$ cat config.mk
export PLATFORM = sky130hd
export DESIGN_NAME = iibb_ctrl
export DESIGN_NICKNAME = d
export VERILOG_FILES = /design/src/rtl/iibb_pkg.sv /design/src/rtl/iibb_ctrl.sv
export SDC_FILE = /design/constraint.sdc
export NUM_CORES = 1
export LEC_CHECK = 0
export ABC_CLOCK_PERIOD_IN_PS = 3400
export BUFFER_PORTS_ARGS = -buffer_cell sky130_fd_sc_hd__buf_2
export CORE_AREA = 4 4 41 43
export CTS_CLUSTER_SIZE = 14
export DETAILED_ROUTE_END_ITERATION = 12
export DIE_AREA = 0 0 45 47
export PLACE_DENSITY = 0.65
export SYNTH_ARGS = -nofsm -noshare
export SYNTH_HDL_FRONTEND = slang
export SYNTH_SLANG_ARGS = --single-unit
$ cat constraint.sdc
create_clock -name clk -period 3.4 [get_ports clk]
set_input_delay 0.51 -clock clk [delete_from_list [all_inputs] [get_ports clk]]
set_output_delay 0.51 -clock clk [all_outputs]
set_load 0.02 [all_outputs]
$ cat src/rtl/iibb_pkg.sv
// ----------------------------------------------------------------------------
// iibb_pkg
// Shared constants and types for the integral image box blur.
// ----------------------------------------------------------------------------
package iibb_pkg;

    // Default size limits and filter radius.
    localparam int DEF_RADIUS     = 7;
    localparam int DEF_MAX_WIDTH  = 1024;
    localparam int DEF_MAX_HEIGHT = 1024;

    // Field widths.
    localparam int PIX_W  = 8;
    localparam int CFG_W  = 11;
    localparam int APB_AW = 3;
    localparam int APB_DW = 32;

    // Register reset values.
    localparam logic [CFG_W-1:0] FRAME_WIDTH_RST  = CFG_W'(640);
    localparam logic [CFG_W-1:0] FRAME_HEIGHT_RST = CFG_W'(480);

    // Register index, taken from paddr bit 2.
    typedef enum logic [0:0] {
        REG_FRAME_WIDTH  = 1'b0,
        REG_FRAME_HEIGHT = 1'b1
    } iibb_reg_t;

    // Commands from the controller to the datapath.
    typedef struct packed {
        logic accept;
        logic row_init;
        logic gather;
        logic col_init;
        logic sum_step;
        logic div_step;
        logic emit;
    } iibb_cmd_t;

    // Status from the datapath to the controller.
    typedef struct packed {
        logic step_emit;
        logic gather_last;
        logic sum_last;
        logic div_last;
        logic out_free;
        logic col_last;
        logic row_last;
    } iibb_status_t;

endpackage

$ cat src/rtl/iibb_ctrl.sv
// ----------------------------------------------------------------------------
// iibb_ctrl
// Sequencer for one pixel: row setup, gather, window sum, divide, emit.
// ----------------------------------------------------------------------------
module iibb_ctrl (
    input  logic                   clk,
    input  logic                   rst_n,
    input  logic                   in_valid,
    output logic                   in_ready,
    input  iibb_pkg::iibb_status_t status,
    output iibb_pkg::iibb_cmd_t    cmd
);
    import iibb_pkg::*;

    typedef enum logic [7:0] {
        ST_IDLE   = 8'b0000_0001,
        ST_ROW    = 8'b0000_0010,
        ST_GATHER = 8'b0000_0100,
        ST_DRAIN  = 8'b0000_1000,
        ST_COL    = 8'b0001_0000,
        ST_SUM    = 8'b0010_0000,
        ST_DIV    = 8'b0100_0000,
        ST_EMIT   = 8'b1000_0000
    } state_t;

    state_t state_reg;
    state_t state_next;

    always_ff @(posedge clk or negedge rst_n)
    begin
        if (!rst_n)
            state_reg <= ST_IDLE;
        else
            state_reg <= state_next;
    end

    // Next state and commands.
    always_comb
    begin
        state_next = state_reg;
        cmd        = '0;
        in_ready   = 1'b0;
        case (state_reg)
            ST_IDLE:
            begin
                in_ready = 1'b1;
                if (in_valid)
                begin
                    cmd.accept = 1'b1;
                    if (status.step_emit)
                        state_next = ST_ROW;
                end
            end
            ST_ROW:
            begin
                cmd.row_init = 1'b1;
                state_next   = ST_GATHER;
            end
            ST_GATHER:
            begin
                cmd.gather = 1'b1;
                if (status.gather_last)
                    state_next = ST_DRAIN;
            end
            ST_DRAIN:
            begin
                state_next = ST_COL;
            end
            ST_COL:
            begin
                cmd.col_init = 1'b1;
                state_next   = ST_SUM;
            end
            ST_SUM:
            begin
                cmd.sum_step = 1'b1;
                if (status.sum_last)
                    state_next = ST_DIV;
            end
            ST_DIV:
            begin
                cmd.div_step = 1'b1;
                if (status.div_last)
                    state_next = ST_EMIT;
            end
            ST_EMIT:
            begin
                if (status.out_free)
                begin
                    cmd.emit = 1'b1;
                    if (!status.col_last)
                        state_next = ST_COL;
                    else if (status.row_last)
                        state_next = ST_IDLE;
                    else
                        state_next = ST_ROW;
                end
            end
            default:
            begin
                state_next = ST_IDLE;
            end
        endcase
    end

endmodule

After elaboration in Yosys (flattened, before gate mapping)
Cells that the tools add are included.
{"block": "totals", "register_bits": 8, "in_bits": 10, "out_inout_bits": 8}
{"block": "op_classes", "n_eq_ne": 14, "muxes": 19, "reduce_logical": 1}
{"operator": "8-bit one-hot mux with 8 select lines", "n": 1}
{"operator": "8-bit 2-to-1 mux", "n": 6}
{"operator": "2-bit inequality test (second input constant)", "n": 6}
{"operator": "1-bit 2-to-1 mux", "n": 10}
{"operator": "8-bit by 1-bit equality test with 1-bit output (second input constant)", "n": 1}
{"operator": "8-bit by 2-bit equality test with 1-bit output (second input constant)", "n": 1}
{"operator": "8-bit by 3-bit equality test with 1-bit output (second input constant)", "n": 1}
{"operator": "8-bit by 4-bit equality test with 1-bit output (second input constant)", "n": 1}
{"operator": "8-bit by 5-bit equality test with 1-bit output (second input constant)", "n": 1}
{"operator": "8-bit by 6-bit equality test with 1-bit output (second input constant)", "n": 1}
{"operator": "8-bit by 7-bit equality test with 1-bit output (second input constant)", "n": 1}
{"operator": "8-bit equality test (second input constant)", "n": 1}
{"operator": "6-bit AND reduction", "n": 1}
{"operator": "5-bit 2-to-1 mux", "n": 1}
{"operator": "2-bit 2-to-1 mux", "n": 1}

Depth between registers and ports, before layout
Gate-level depths: netlist of run 1.
{"block": "logic_depth", "word_depth": 4, "mapped_depth": 7, "mapped_depth_nobuf": 6}

Worst setup path after synthesis of run 1
Ideal clock, no wire load.
{"block": "synth_path", "path_type": "reg2out", "start": "reg state_reg[4]", "end": "out cmd[5] (netlist name)", "arrival_ns": 1.865, "setup_slack_ns": 1.025, "path_stages_with_launch": 4, "n_path_buf": 1, "path_cell_list": "dfrtp_1 -> clkbuf_1 -> or4_4 -> nor4_1"}
{"element": "from (decl)", "line": "iibb_ctrl.sv:26", "rtl": "state_t state_reg;"}
{"element": "from (signal assigned)", "line": "iibb_ctrl.sv:34", "rtl": "state_reg <= state_next;"}
{"element": "to (decl)", "line": "iibb_ctrl.sv:11", "rtl": "output iibb_pkg::iibb_cmd_t cmd"}

==> results of run 1 <==
-- final cells by class --
class / instances / area share
tap: 15 / 0.0289
sequential: 8 / 0.310
clock buffer: 4 / 0.0405
inverter: 5 / 0.0289
timing repair buffer: 17 / 0.131
multi-input combinational: 42 / 0.461
-- final timing paths --
check / to
max: cmd[0]
min: state_reg[7]
max reg2reg: state_reg[7]
min reg2reg: state_reg[0]
max in group asynchronous: state_reg[0]
min in group clk: state_reg[2]
-- power groups by stage --
| stage | logic (mW) | registers [mW] | clock network, mW |
|---|---|---|---|
| finish | 0.208 | 0.148 | 0.0761 |
| global route | 0.227 | 0.152 | 0.0841 |
| CTS | 0.209 | 0.148 | 0.0776 |
| detailed placement | 0.209 | 0.150 | 0 |
| global placement | 0.209 | 0.149 | 0 |
| floorplan | 0.160 | 0.142 | 0 |
-- logic make-up after synthesis --
kind of cell	count (synthesis)	share of synthesized area
simple gates	32	0.436
buf+inv	7	0.0521
flops	8	0.382
compound gates	9	0.114
xor+xnor	1	0.0166
-- Yosys cell counts --
cell / count
or2_2: 1
nor2b_1: 1
or4_4: 3
xor2_1: 1
nor4_4: 1
nor4_1: 3
o21ai_0: 1
nor4bb_1: 1
nor3_1: 2
o22ai_1: 3
nand4b_1: 3
dfstp_2: 1
dfrtp_1: 7
o2111ai_1: 1
a31oi_1: 1
nor2_1: 4
nor4_2: 1
inv_1: 4
a32oi_1: 1
nand2b_1: 5
and4b_1: 1
o21bai_1: 1
and2_1: 2
nand3_1: 1
buf_2: 1
nand2_1: 3
o21ai_1: 1
inv_2: 1
clkbuf_1: 1
-- per-stage QoR --
stage | power, mW | util | instances
CTS | 0.436 | 0.499 | 91
floorplan | 0.302 | - | 57
global placement | 0.358 | 0.479 | 87
global route | 0.464 | 0.499 | 91
detailed placement | 0.359 | 0.479 | 87
finish | 0.432 | 0.499 | 91
-- worst max-delay path: stages, from the launching register on --
cell     delay (ns)
dfrtp_1        0.45
or4_4          0.58
nor4_2         0.47
and2_1         0.19
buf_2          0.16
-- layer usage --
layer	share of wire	wire length, um	vias to the layer above	global-route usage
li1	-	-	253	-
met4	0.022	27	0	0.0877
met1	0.44	530	229	0.156
met5	0	0	-	0
met3	0.058	70	5	0
met2	0.48	577	25	0.243
==> reports/metrics.yaml, run 1 <==
floorplan:
  core.rowCount: 13
  dieArea_um2: 2120
  die_h_um: 47
  start_util: 0.406
  ios: 18
  die_x_um: 45
  core_region_area_um2: 1300
timing:
  fin_crit_ns: 2.60
  tightestPinTransition_ns: 0.504
  slew_violations: 0
  setup_violations: 0
  finalSetupTns_ns: 0
  slew_headroom: 0.661
  fin_hold_ws_ns: 0.0880
  fin_ws_ns: 0.801
  rsz0062_at_grt: "no"
  skew_ns: 0.00922
  hold_violations: 0
  fin_crit_sh: 0.764
  max_freq_ghz: 0.385
worst_setup_path:
  reg2reg_depth: 5
  r2r-start: "state_reg[2]"
  r2r_setup_slack_ns: 1.34
  cp-start-kind: "flip-flop"
  end_kind: "primary output"
  worstSetupPathType: "reg -> out"
  critical_path_required_ns: 2.89
  startpoint: "state_reg[2]"
  cp_max_fo: 6
  worstPathArrival_ns: 2.09
synth:
  synth_area_per_cell_um2: 9.26
  yosysWarnings: 0
  synth_area_um2: 528
  synth.yosys.seq_area_share: 0.382
  yosys_register_bits: 8
  yosysTopAreaCellShare: 0.332
  postSynthCellCount: 57
  yosys-top-cells-area: "dfrtp_1 33%, or4_4 6.4%, nand2b_1 5.9%"
  synth_area_leader_cell: "dfrtp_1"
  synth_cell_type_count: 29
  synth_nets: 67
clocking:
  cts.sinks: 8
  clk_pin_slew_ns: 0.06
  cts_buffers: 3
  cts-hold-fix-buffers: 0
  cts_resized: 0
  cts_tree: "done"
  clk_latency_ns: 0.25
  h-tree-depth: 1
  cts_setup_buffers: 0
  clock-root-buffer: "clkbuf_4"
  cts.path.max_buffers: 2
final_layout:
  final_common_cell: "buf_2"
  largest_reg_flops: 8
  multi_input_area_um2: 299
  final-seq-area_um2: 201
  area_growth_pct: 23.0
  final_cell_mix: "17 x buf_2, 7 x dfrtp_1, 5 x nand2b_1"
  drive_above_1_share: 0.368
  stdcell_area_um2: 649
  fillCellCount: 136
  n_antenna_cell: 0
  fin_nets: 87
placement:
  post-dp-hpwl_um: 975
  dp_slack_ns: 1.10
  placed_area_um2: 623
  gp_congestion: 0.771
  numPortBuffers: 17
worst_hold_path:
  min_path_type: "in -> async"
power:
  ir_drop_mv: 0.377
  power.leakage_nw: 0.336
  switching_share: 0.416
  p_switching_mw: 0.180
  power_density_nw_per_um2: 666
  internal-power_mw: 0.252
  sequentialPowerShare: 0.342
  p_clk_frac: 0.176
  p_comb_frac: 0.482
grt:
  grt_use_total: 0.134
  first_global_vias: 521
  grt_pass1_wl_mm: 2.06
  grt_max_degree: 9
  grt-ovfl-total: 0
  antenna_found_initial: 0
drt:
  route.vias.total: 512
  antenna_left: 0
  dr.first_iter.drc_count: 6
  drt-total-wl_mm: 1.21
  drc: 0
  vias_per_cell: 5.63
  wl_per_cell_um: 13.3
  first_pass_iters: 4
flow_run:
  cap_violations: 0
outcome:
  status: "complete, no violations"
No activity file was read; power rests on OpenSTA's default activity.
==> run 2, diff against run 1 <==
==> config.mk (replaced) <==
export PLATFORM = sky130hd
export DESIGN_NAME = iibb_ctrl
export DESIGN_NICKNAME = d
export VERILOG_FILES = /design/src/rtl/iibb_pkg.sv /design/src/rtl/iibb_ctrl.sv
export SDC_FILE = /design/constraint.sdc
export NUM_CORES = 1
export LEC_CHECK = 0
export ABC_AREA = 1
export ABC_CLOCK_PERIOD_IN_PS = 2200
export BUFFER_PORTS_ARGS = -buffer_cell sky130_fd_sc_hd__buf_2
export CORE_AREA = 4 4 43 45
export CTS_CLUSTER_SIZE = 14
export DETAILED_ROUTE_END_ITERATION = 12
export DIE_AREA = 0 0 47 49
export PLACE_DENSITY = 0.69
export SYNTH_ARGS = -nofsm -noshare
export SYNTH_HDL_FRONTEND = slang
export SYNTH_SLANG_ARGS = --single-unit
==> constraint.sdc (replaced) <==
create_clock -name clk -period 2.2 [get_ports clk]
set_input_delay 0.33 -clock clk [delete_from_list [all_inputs] [get_ports clk]]
set_output_delay 0.33 -clock clk [all_outputs]
set_load 0.02 [all_outputs]
==> run 2 against run 1 <==
Against the previous run: final cell count grew 46%; critical path type unchanged; non-clock buffer count rose by 1; synthesized area increased by 18%; power up 74%; core utilization up 2.0 points; register-to-register slack worse by 0.48 ns; via count grew 15%; combinational power up 100%.
==> reports/metrics.yaml, run 2 <==
timing:
  rsz0062_at_grt: "no"
  slew_headroom: 0.871  # +0.210
  fin_hold_ws_ns: 0.336  # +0.248 ns
  fin_crit_sh: 0.766
  skew_ns: 0.00961  # +0.000385 ns
  fin_crit_ns: 1.69
  tightestPinTransition_ns: 0.193  # -0.311 ns
  finalSetupTns_ns: 0  # unchanged
  slew_violations: 0  # unchanged
  hold_violations: 0  # unchanged
  setup_violations: 0  # unchanged
  max_freq_ghz: 0.593
synth:
  synth.yosys.seq_area_share: 0.324  # -0.0576
  yosysTopAreaCellShare: 0.282  # -0.0501
  yosysWarnings: 0  # unchanged
  synth_area_um2: 622  # +18%
  yosys-top-cells-area: "dfrtp_1 28%, nand2_1 19%, nand2_4 11%"
  async_flop_share: 1.00  # unchanged
  synth-main-ff-cell: "dfrtp_1"
  yosys_register_bits: 8  # unchanged
  synth_area_leader_cell: "dfrtp_1"
  synth.most_common_cell: "nand2_1"
  postSynthCellCount: 95  # +67%
  synthTopCellsByCount: "31 x nand2_1, 16 x nor2_1, 9 x inv_1, 9 x inv_2, 7 x dfrtp_1"
  synth_cell_type_count: 15  # -48%
  synth_edf_count: 0  # unchanged
  synth_area_per_cell_um2: 6.55  # -29%
  synth_nets: 105  # +57%
clocking:
  cts_tree: "done"
  clock-root-buffer: "clkbuf_4"
  cts.path.max_buffers: 2  # unchanged
  cts.sinks: 8  # unchanged
  cts_resized: 0  # unchanged
  clk_pin_slew_ns: 0.06  # about the same
  h-tree-depth: 1  # unchanged
  clk_latency_ns: 0.26  # about the same
  cts-hold-fix-buffers: 1  # +1
  cts_buffers: 3  # unchanged
  cts_setup_buffers: 0  # unchanged
placement:
  numPortBuffers: 17  # unchanged
  placed_area_um2: 727  # +17%
  post-dp-hpwl_mm: 1.06  # +8.4%
  placed_cells: 128  # +47%
  gp_congestion: 0.751  # -2.5%
final_layout:
  n_antenna_cell: 0  # unchanged
  final_cell_mix: "31 x nand2_1, 17 x buf_2, 16 x nor2_1"
  drive_above_1_share: 0.376  # +0.00765
  area_growth_pct: 22.7
  largest_reg_flops: 8  # unchanged
  final_common_cell: "nand2_1"
  final_cells: 133  # +46%
  stdcell_area_um2: 763  # +18%
  fin_nets: 128  # +47%
floorplan:
  dieArea_um2: 2300  # +8.9%
  core_region_area_um2: 1470  # +13%
  core.rowCount: 14  # +1
  ios: 18  # unchanged
  die_x_um: 47  # +4.4%
  start_util: 0.423  # +0.0168
  die_h_um: 49  # +4.3%
grt:
  antenna_found_initial: 0  # unchanged
  grt-ovfl-total: 0  # unchanged
  grt_use_total: 0.125  # -0.00902
  grt_max_degree: 9  # unchanged
  grt_pass1_wl_mm: 2.12  # +2.7%
  first_global_vias: 531  # +1.9%
worst_setup_path:
  cp-start-kind: "flip-flop"
  r2r-start: "state_reg[0]"
  cp_top_family: "simple AND/OR/NAND/NOR gates"
  critical_path_required_ns: 1.87  # -1.02 ns
  crit_chain: "inv_1, nand2_1, nor2_2, nand2_1, nor2_1, buf_2"
  worstPathArrival_ns: 1.36  # -0.73 ns
  cp_max_fo: 5  # -1
  startpoint: "state_reg[6]"
  cpMostUsedCell: "nand2_1"
  max_stage_delay_ns: 0.37  # -0.21 ns
  critPathBufInv: 2  # +1
  worstSetupPathType: "reg -> out"
  end_kind: "primary output"
  worst_path_max_delay_cell: "dfrtp_1"
drt:
  dr.first_iter.drc_count: 8  # +2
  route.vias.total: 588  # +15%
  first_pass_iters: 3  # -1
  wl_per_cell_um: 9.08  # -31%
  drt-total-wl_mm: 1.21  # +0.17%
  drc: 0  # unchanged
  antenna_left: 0  # unchanged
  vias_per_cell: 4.42  # -21%
worst_hold_path:
  min_path_type: "in -> reg"
  hold_start: "status[6]"
power:
  power_density_nw_per_um2: 988  # +48%
  power.leakage_nw: 0.521  # +55%
  ir_drop_mv: 0.704  # +87%
flow_run:
  cap_violations: 0  # unchanged
outcome:
  status: "complete, no violations"
==> run 2: cell count changes after synthesis, moves of 3 or more <==
cell / delta
nor4_1: -3
inv_2: +8
or4_4: -3
nand2b_1: -5
nand2_1: +28
nor2_1: +12
nand2_4: +6
nor2_2: +3
inv_1: +5
nand3_1: +3
o22ai_1: -3
nand4b_1: -3
==> run 2: worst reg2reg max path: cells and delay by family (launching register included) <==
kind	cells	cell delay, ns
buffers and inverters	2	0.11
flip-flops	1	0.55
AND/OR/NAND/NOR	6	0.62
==> run 2: stage by stage <==
| step | setup WS, ns | utilization | power, mW |
|---|---|---|---|
| after floorplan | 0.815 | - | 0.541 |
| after global placement | 0.814 | 0.494 | 0.632 |
| after detailed placement | 0.795 | 0.494 | 0.634 |
| after CTS | 0.506 | 0.519 | 0.765 |
| after global routing | 0.327 | 0.519 | 0.822 |
| final | 0.514 | 0.519 | 0.754 |
==> run 2: cells by family after synthesis <==
family,after synthesis,synth area share
AOI/OAI and AO/OA,2,0.0221
buffers and inverters,19,0.119
and+or+nand+nor,66,0.535
DFF,8,0.324
==> run 2: cell type report <==
| class | count | area, um^2 |
|---|---|---|
| fillers | 147 | 708 |
| well taps | 16 | 20.0 |
| inverters | 19 | 73.8 |
| multi-input cells | 68 | 347 |
| flip-flops and latches | 8 | 201 |
| repair buffers | 18 | 95.1 |
| clock buffers | 4 | 26.3 |
==> run 2: metal layers <==
layer,part of all wire,track usage
met5,0,0
met4,0.023,0.0691
met3,0.052,0.0111
met2,0.47,0.181
met1,0.46,0.175
==> run 2: report_power, final <==
| part | switching [mW] | internal, mW | total [mW] |
|---|---|---|---|
| Combinational | 0.276 | 0.143 | 0.419 |
| Sequential | 0.0242 | 0.186 | 0.210 |
| Clock | 0.0559 | 0.0697 | 0.126 |
==> run 2: path summary, 6_finish.rpt <==
check / slack (ns) / cells past startpoint / to
hold reg to reg: 0.66 / 4 / state_reg[0]
setup reg to reg: 0.86 / 8 / state_reg[4]
setup / recovery: 0.51 / 6 / cmd[6]
hold / removal: 0.34 / 4 / state_reg[0]
min in group asynchronous: 0.44 / 2 / state_reg[6]
max in group asynchronous: 1.51 / 2 / state_reg[0]
==> run 3, diff against run 2 <==
==> config.mk (replaced) <==
export PLATFORM = sky130hd
export DESIGN_NAME = iibb_ctrl
export DESIGN_NICKNAME = d
export VERILOG_FILES = /design/src/rtl/iibb_pkg.sv /design/src/rtl/iibb_ctrl.sv
export SDC_FILE = /design/constraint.sdc
export NUM_CORES = 1
export LEC_CHECK = 0
export ABC_AREA = 0
export ABC_CLOCK_PERIOD_IN_PS = 1600
export BUFFER_PORTS_ARGS = -buffer_cell sky130_fd_sc_hd__buf_2
export CORE_AREA = 4 4 41 43
export CTS_CLUSTER_SIZE = 14
export DETAILED_ROUTE_END_ITERATION = 12
export DIE_AREA = 0 0 45 47
export PLACE_DENSITY = 0.65
export SYNTH_ARGS = -nofsm -noshare
export SYNTH_HDL_FRONTEND = slang
export SYNTH_SLANG_ARGS = --single-unit
==> constraint.sdc (replaced) <==
create_clock -name clk -period 1.6 [get_ports clk]
set_input_delay 0.24 -clock clk [delete_from_list [all_inputs] [get_ports clk]]
set_output_delay 0.24 -clock clk [all_outputs]
set_load 0.02 [all_outputs]
==> run 3 against run 2 <==
Against the previous run: the flow now finishes with violations (negative setup slack); sequential share of layout area fell by 6.5 points; highest routed layer unchanged; via count rose by 10%; hold slack got worse by 0.14 ns; die area fell by 8.2%; sequential power rose by 40%; clock-buffer cell count did not move; wire length rose by 56%; first-iteration DRC count rose by 88%; clock power rose by 42%; worst setup slack got worse by 1.0 ns; critical path depth fell by 2; non-clock buffer count rose by 28.
==> reports/metrics.yaml, run 3 (synthesis results as in run 1) <==
timing:
  slew_headroom: 0.795  # -0.0760
  rsz0062_at_grt: "yes"
  finalSetupTns_ns: -4.88  # -4.88 ns
  fin_ws_ns: -0.501  # -1.01 ns
  tightestPinTransition_ns: 0.305  # +0.112 ns
  hold_violations: 0  # unchanged
  setup_violations: 15  # +15
  slew_violations: 0  # unchanged
  max_freq_ghz: 0.476
  fin_crit_sh: 1.31
  skew_ns: 0.00816  # -0.00145 ns
  fin_crit_ns: 2.10
drt:
  drc: 0  # unchanged
  first_pass_iters: 4  # +1
  wl_per_cell_um: 15.7  # +72%
  route.vias.total: 649  # +10%
  vias_per_cell: 5.41  # +22%
  antenna_left: 0  # unchanged
  drt-total-wl_mm: 1.88  # +56%
  dr.first_iter.drc_count: 15  # +7
placement:
  post-dp-hpwl_mm: 1.18  # +11%
  placed_cells: 105  # -18%
  placed_area_um2: 787  # +8.3%
  dp_slack_ns: -0.247  # -1.04 ns
  gp_congestion: 0.762  # +1.4%
  numPortBuffers: 17  # unchanged
final_layout:
  area_growth_pct: 93.4
  final_common_cell: "buf_4"
  final-seq-area_um2: 203  # +0.62%
  final_cell_mix: "23 x buf_4, 12 x buf_6, 10 x buf_2"
  multi_input_area_um2: 384  # +11%
  n_antenna_cell: 0  # unchanged
  stdcell_area_um2: 1020  # +34%
  largest_reg_flops: 8  # unchanged
  drive_above_1_share: 0.657  # +0.281
  fillCellCount: 80  # -46%
  final_cells: 120  # -9.8%
  fin_nets: 116  # -9.4%
floorplan:
  core_region_area_um2: 1300  # -12%
  die_x_um: 45  # -4.3%
  core.rowCount: 13  # -1
  start_util: 0.406  # -0.0168
  die_h_um: 47  # -4.1%
  ios: 18  # unchanged
  dieArea_um2: 2120  # -8.2%
worst_setup_path:
  reg2reg_depth: 8  # unchanged
  cp_max_fo: 3  # -2
  cp-start-kind: "flip-flop"
  worstPathArrival_ns: 1.86  # +0.50 ns
  r2r-start: "state_reg[7]"
  r2r_setup_slack_ns: -0.38  # -1.24 ns
  critical_path_required_ns: 1.36  # -0.51 ns
  end_kind: "primary output"
  endpoint: "cmd[0]"
  startpoint: "state_reg[2]"
  worstSetupPathType: "reg -> out"
  rr_endpoint: "state_reg[0]"
clocking:
  clk_latency_ns: 0.27  # about the same
  cts_buffers: 3  # unchanged
  cts.sinks: 8  # unchanged
  clock-root-buffer: "clkbuf_4"
  cts.path.max_buffers: 2  # unchanged
  cts_tree: "done"
  clk_pin_slew_ns: 0.06  # about the same
  h-tree-depth: 1  # unchanged
grt:
  grt-ovfl-total: 0  # unchanged
  antenna_found_initial: 0  # unchanged
  grt_max_degree: 9  # unchanged
  grt_use_total: 0.173  # +0.0479
  grt_pass1_wl_mm: 2.57  # +21%
  first_global_vias: 613  # +15%
outcome:
  status: "complete, but fails checks"
  violations: "negative setup slack"
power:
  power_density_nw_per_um2: 1410  # +42%
  p_clk_frac: 0.125  # -0.042
  sequentialPowerShare: 0.204  # -0.074
  p_switching_mw: 0.553  # +55%
  internal-power_mw: 0.884  # +120%
  finalPower_mw: 1.44  # +91%
  ir_drop_mv: 1.18  # +67%
  switching_share: 0.385  # -0.0871
  p_comb_frac: 0.671  # +0.116
  power.leakage_nw: 0.513  # -1.6%
worst_hold_path:
  min_path_type: "in -> reg"
flow_run:
  cap_violations: 0  # unchanged
-- run 3: stage by stage --
step	utilization	hold WS, ns
after global placement	0.605	0.0871
final	0.785	0.195
after CTS	0.735	0.193
after floorplan	-	-0.0556
after detailed placement	0.605	0.0974
after global routing	0.785	0.188
-- run 3: what timing repair did --
item / in CTS / in global routing
setup buffers: 5 / 5
pin swaps: 9 / 6
setup endpoints to repair: 14 / 16
gates resized for setup: 24 / 7
hold endpoints to repair: 7 / 0
hold buffers: 1 / 0
-- run 3: routing by layer --
metal	GRT usage	wire length (um)	vias up
li1	-	-	309
met3	0.0345	86	5
met4	0.0702	33	0
met5	0	0	-
met1	0.206	794	302
met2	0.302	965	33
-- run 3: layout make-up --
cell class                      count  area share
Timing Repair Buffer               46       0.360
Multi-Input combinational cell     42       0.376
Sequential cell                     8       0.199
Inverter                            5      0.0208
Tap cell                           15      0.0184
Clock buffer                        4      0.0257
-- run 3: power by group through the flow --
| stage | Sequential, mW | Clock [mW] | Combinational [mW] |
|---|---|---|---|
| finish | 0.293 | 0.179 | 0.965 |
| global route | 0.297 | 0.189 | 1.03 |
| CTS | 0.293 | 0.172 | 0.845 |
| detailed placement | 0.293 | 0 | 0.643 |
| global placement | 0.292 | 0 | 0.632 |
| floorplan | 0.312 | 0 | 0.379 |
-- run 3: worst min path at each step --
| stage | slack (ns) | to | startpoint | depth (start not counted) |
|---|---|---|---|---|
| floorplan | -0.06 | state_reg[1] | rst_n | 0 |
| detailed placement | 0.1 | state_reg[4] | rst_n | 1 |
| global placement | 0.09 | state_reg[4] | rst_n | 1 |
| finish | 0.19 | state_reg[6] | status[3] | 2 |
| CTS | 0.19 | state_reg[6] | status[3] | 2 |
| global route | 0.19 | state_reg[6] | status[3] | 2 |
-- run 3: critical path, cell delays in order (launching register included) --
cell and delay, ns:
dfrtp_2 0.40, or4_4 0.56, nor4_2 0.31, and2_2 0.19, buf_2 0.15
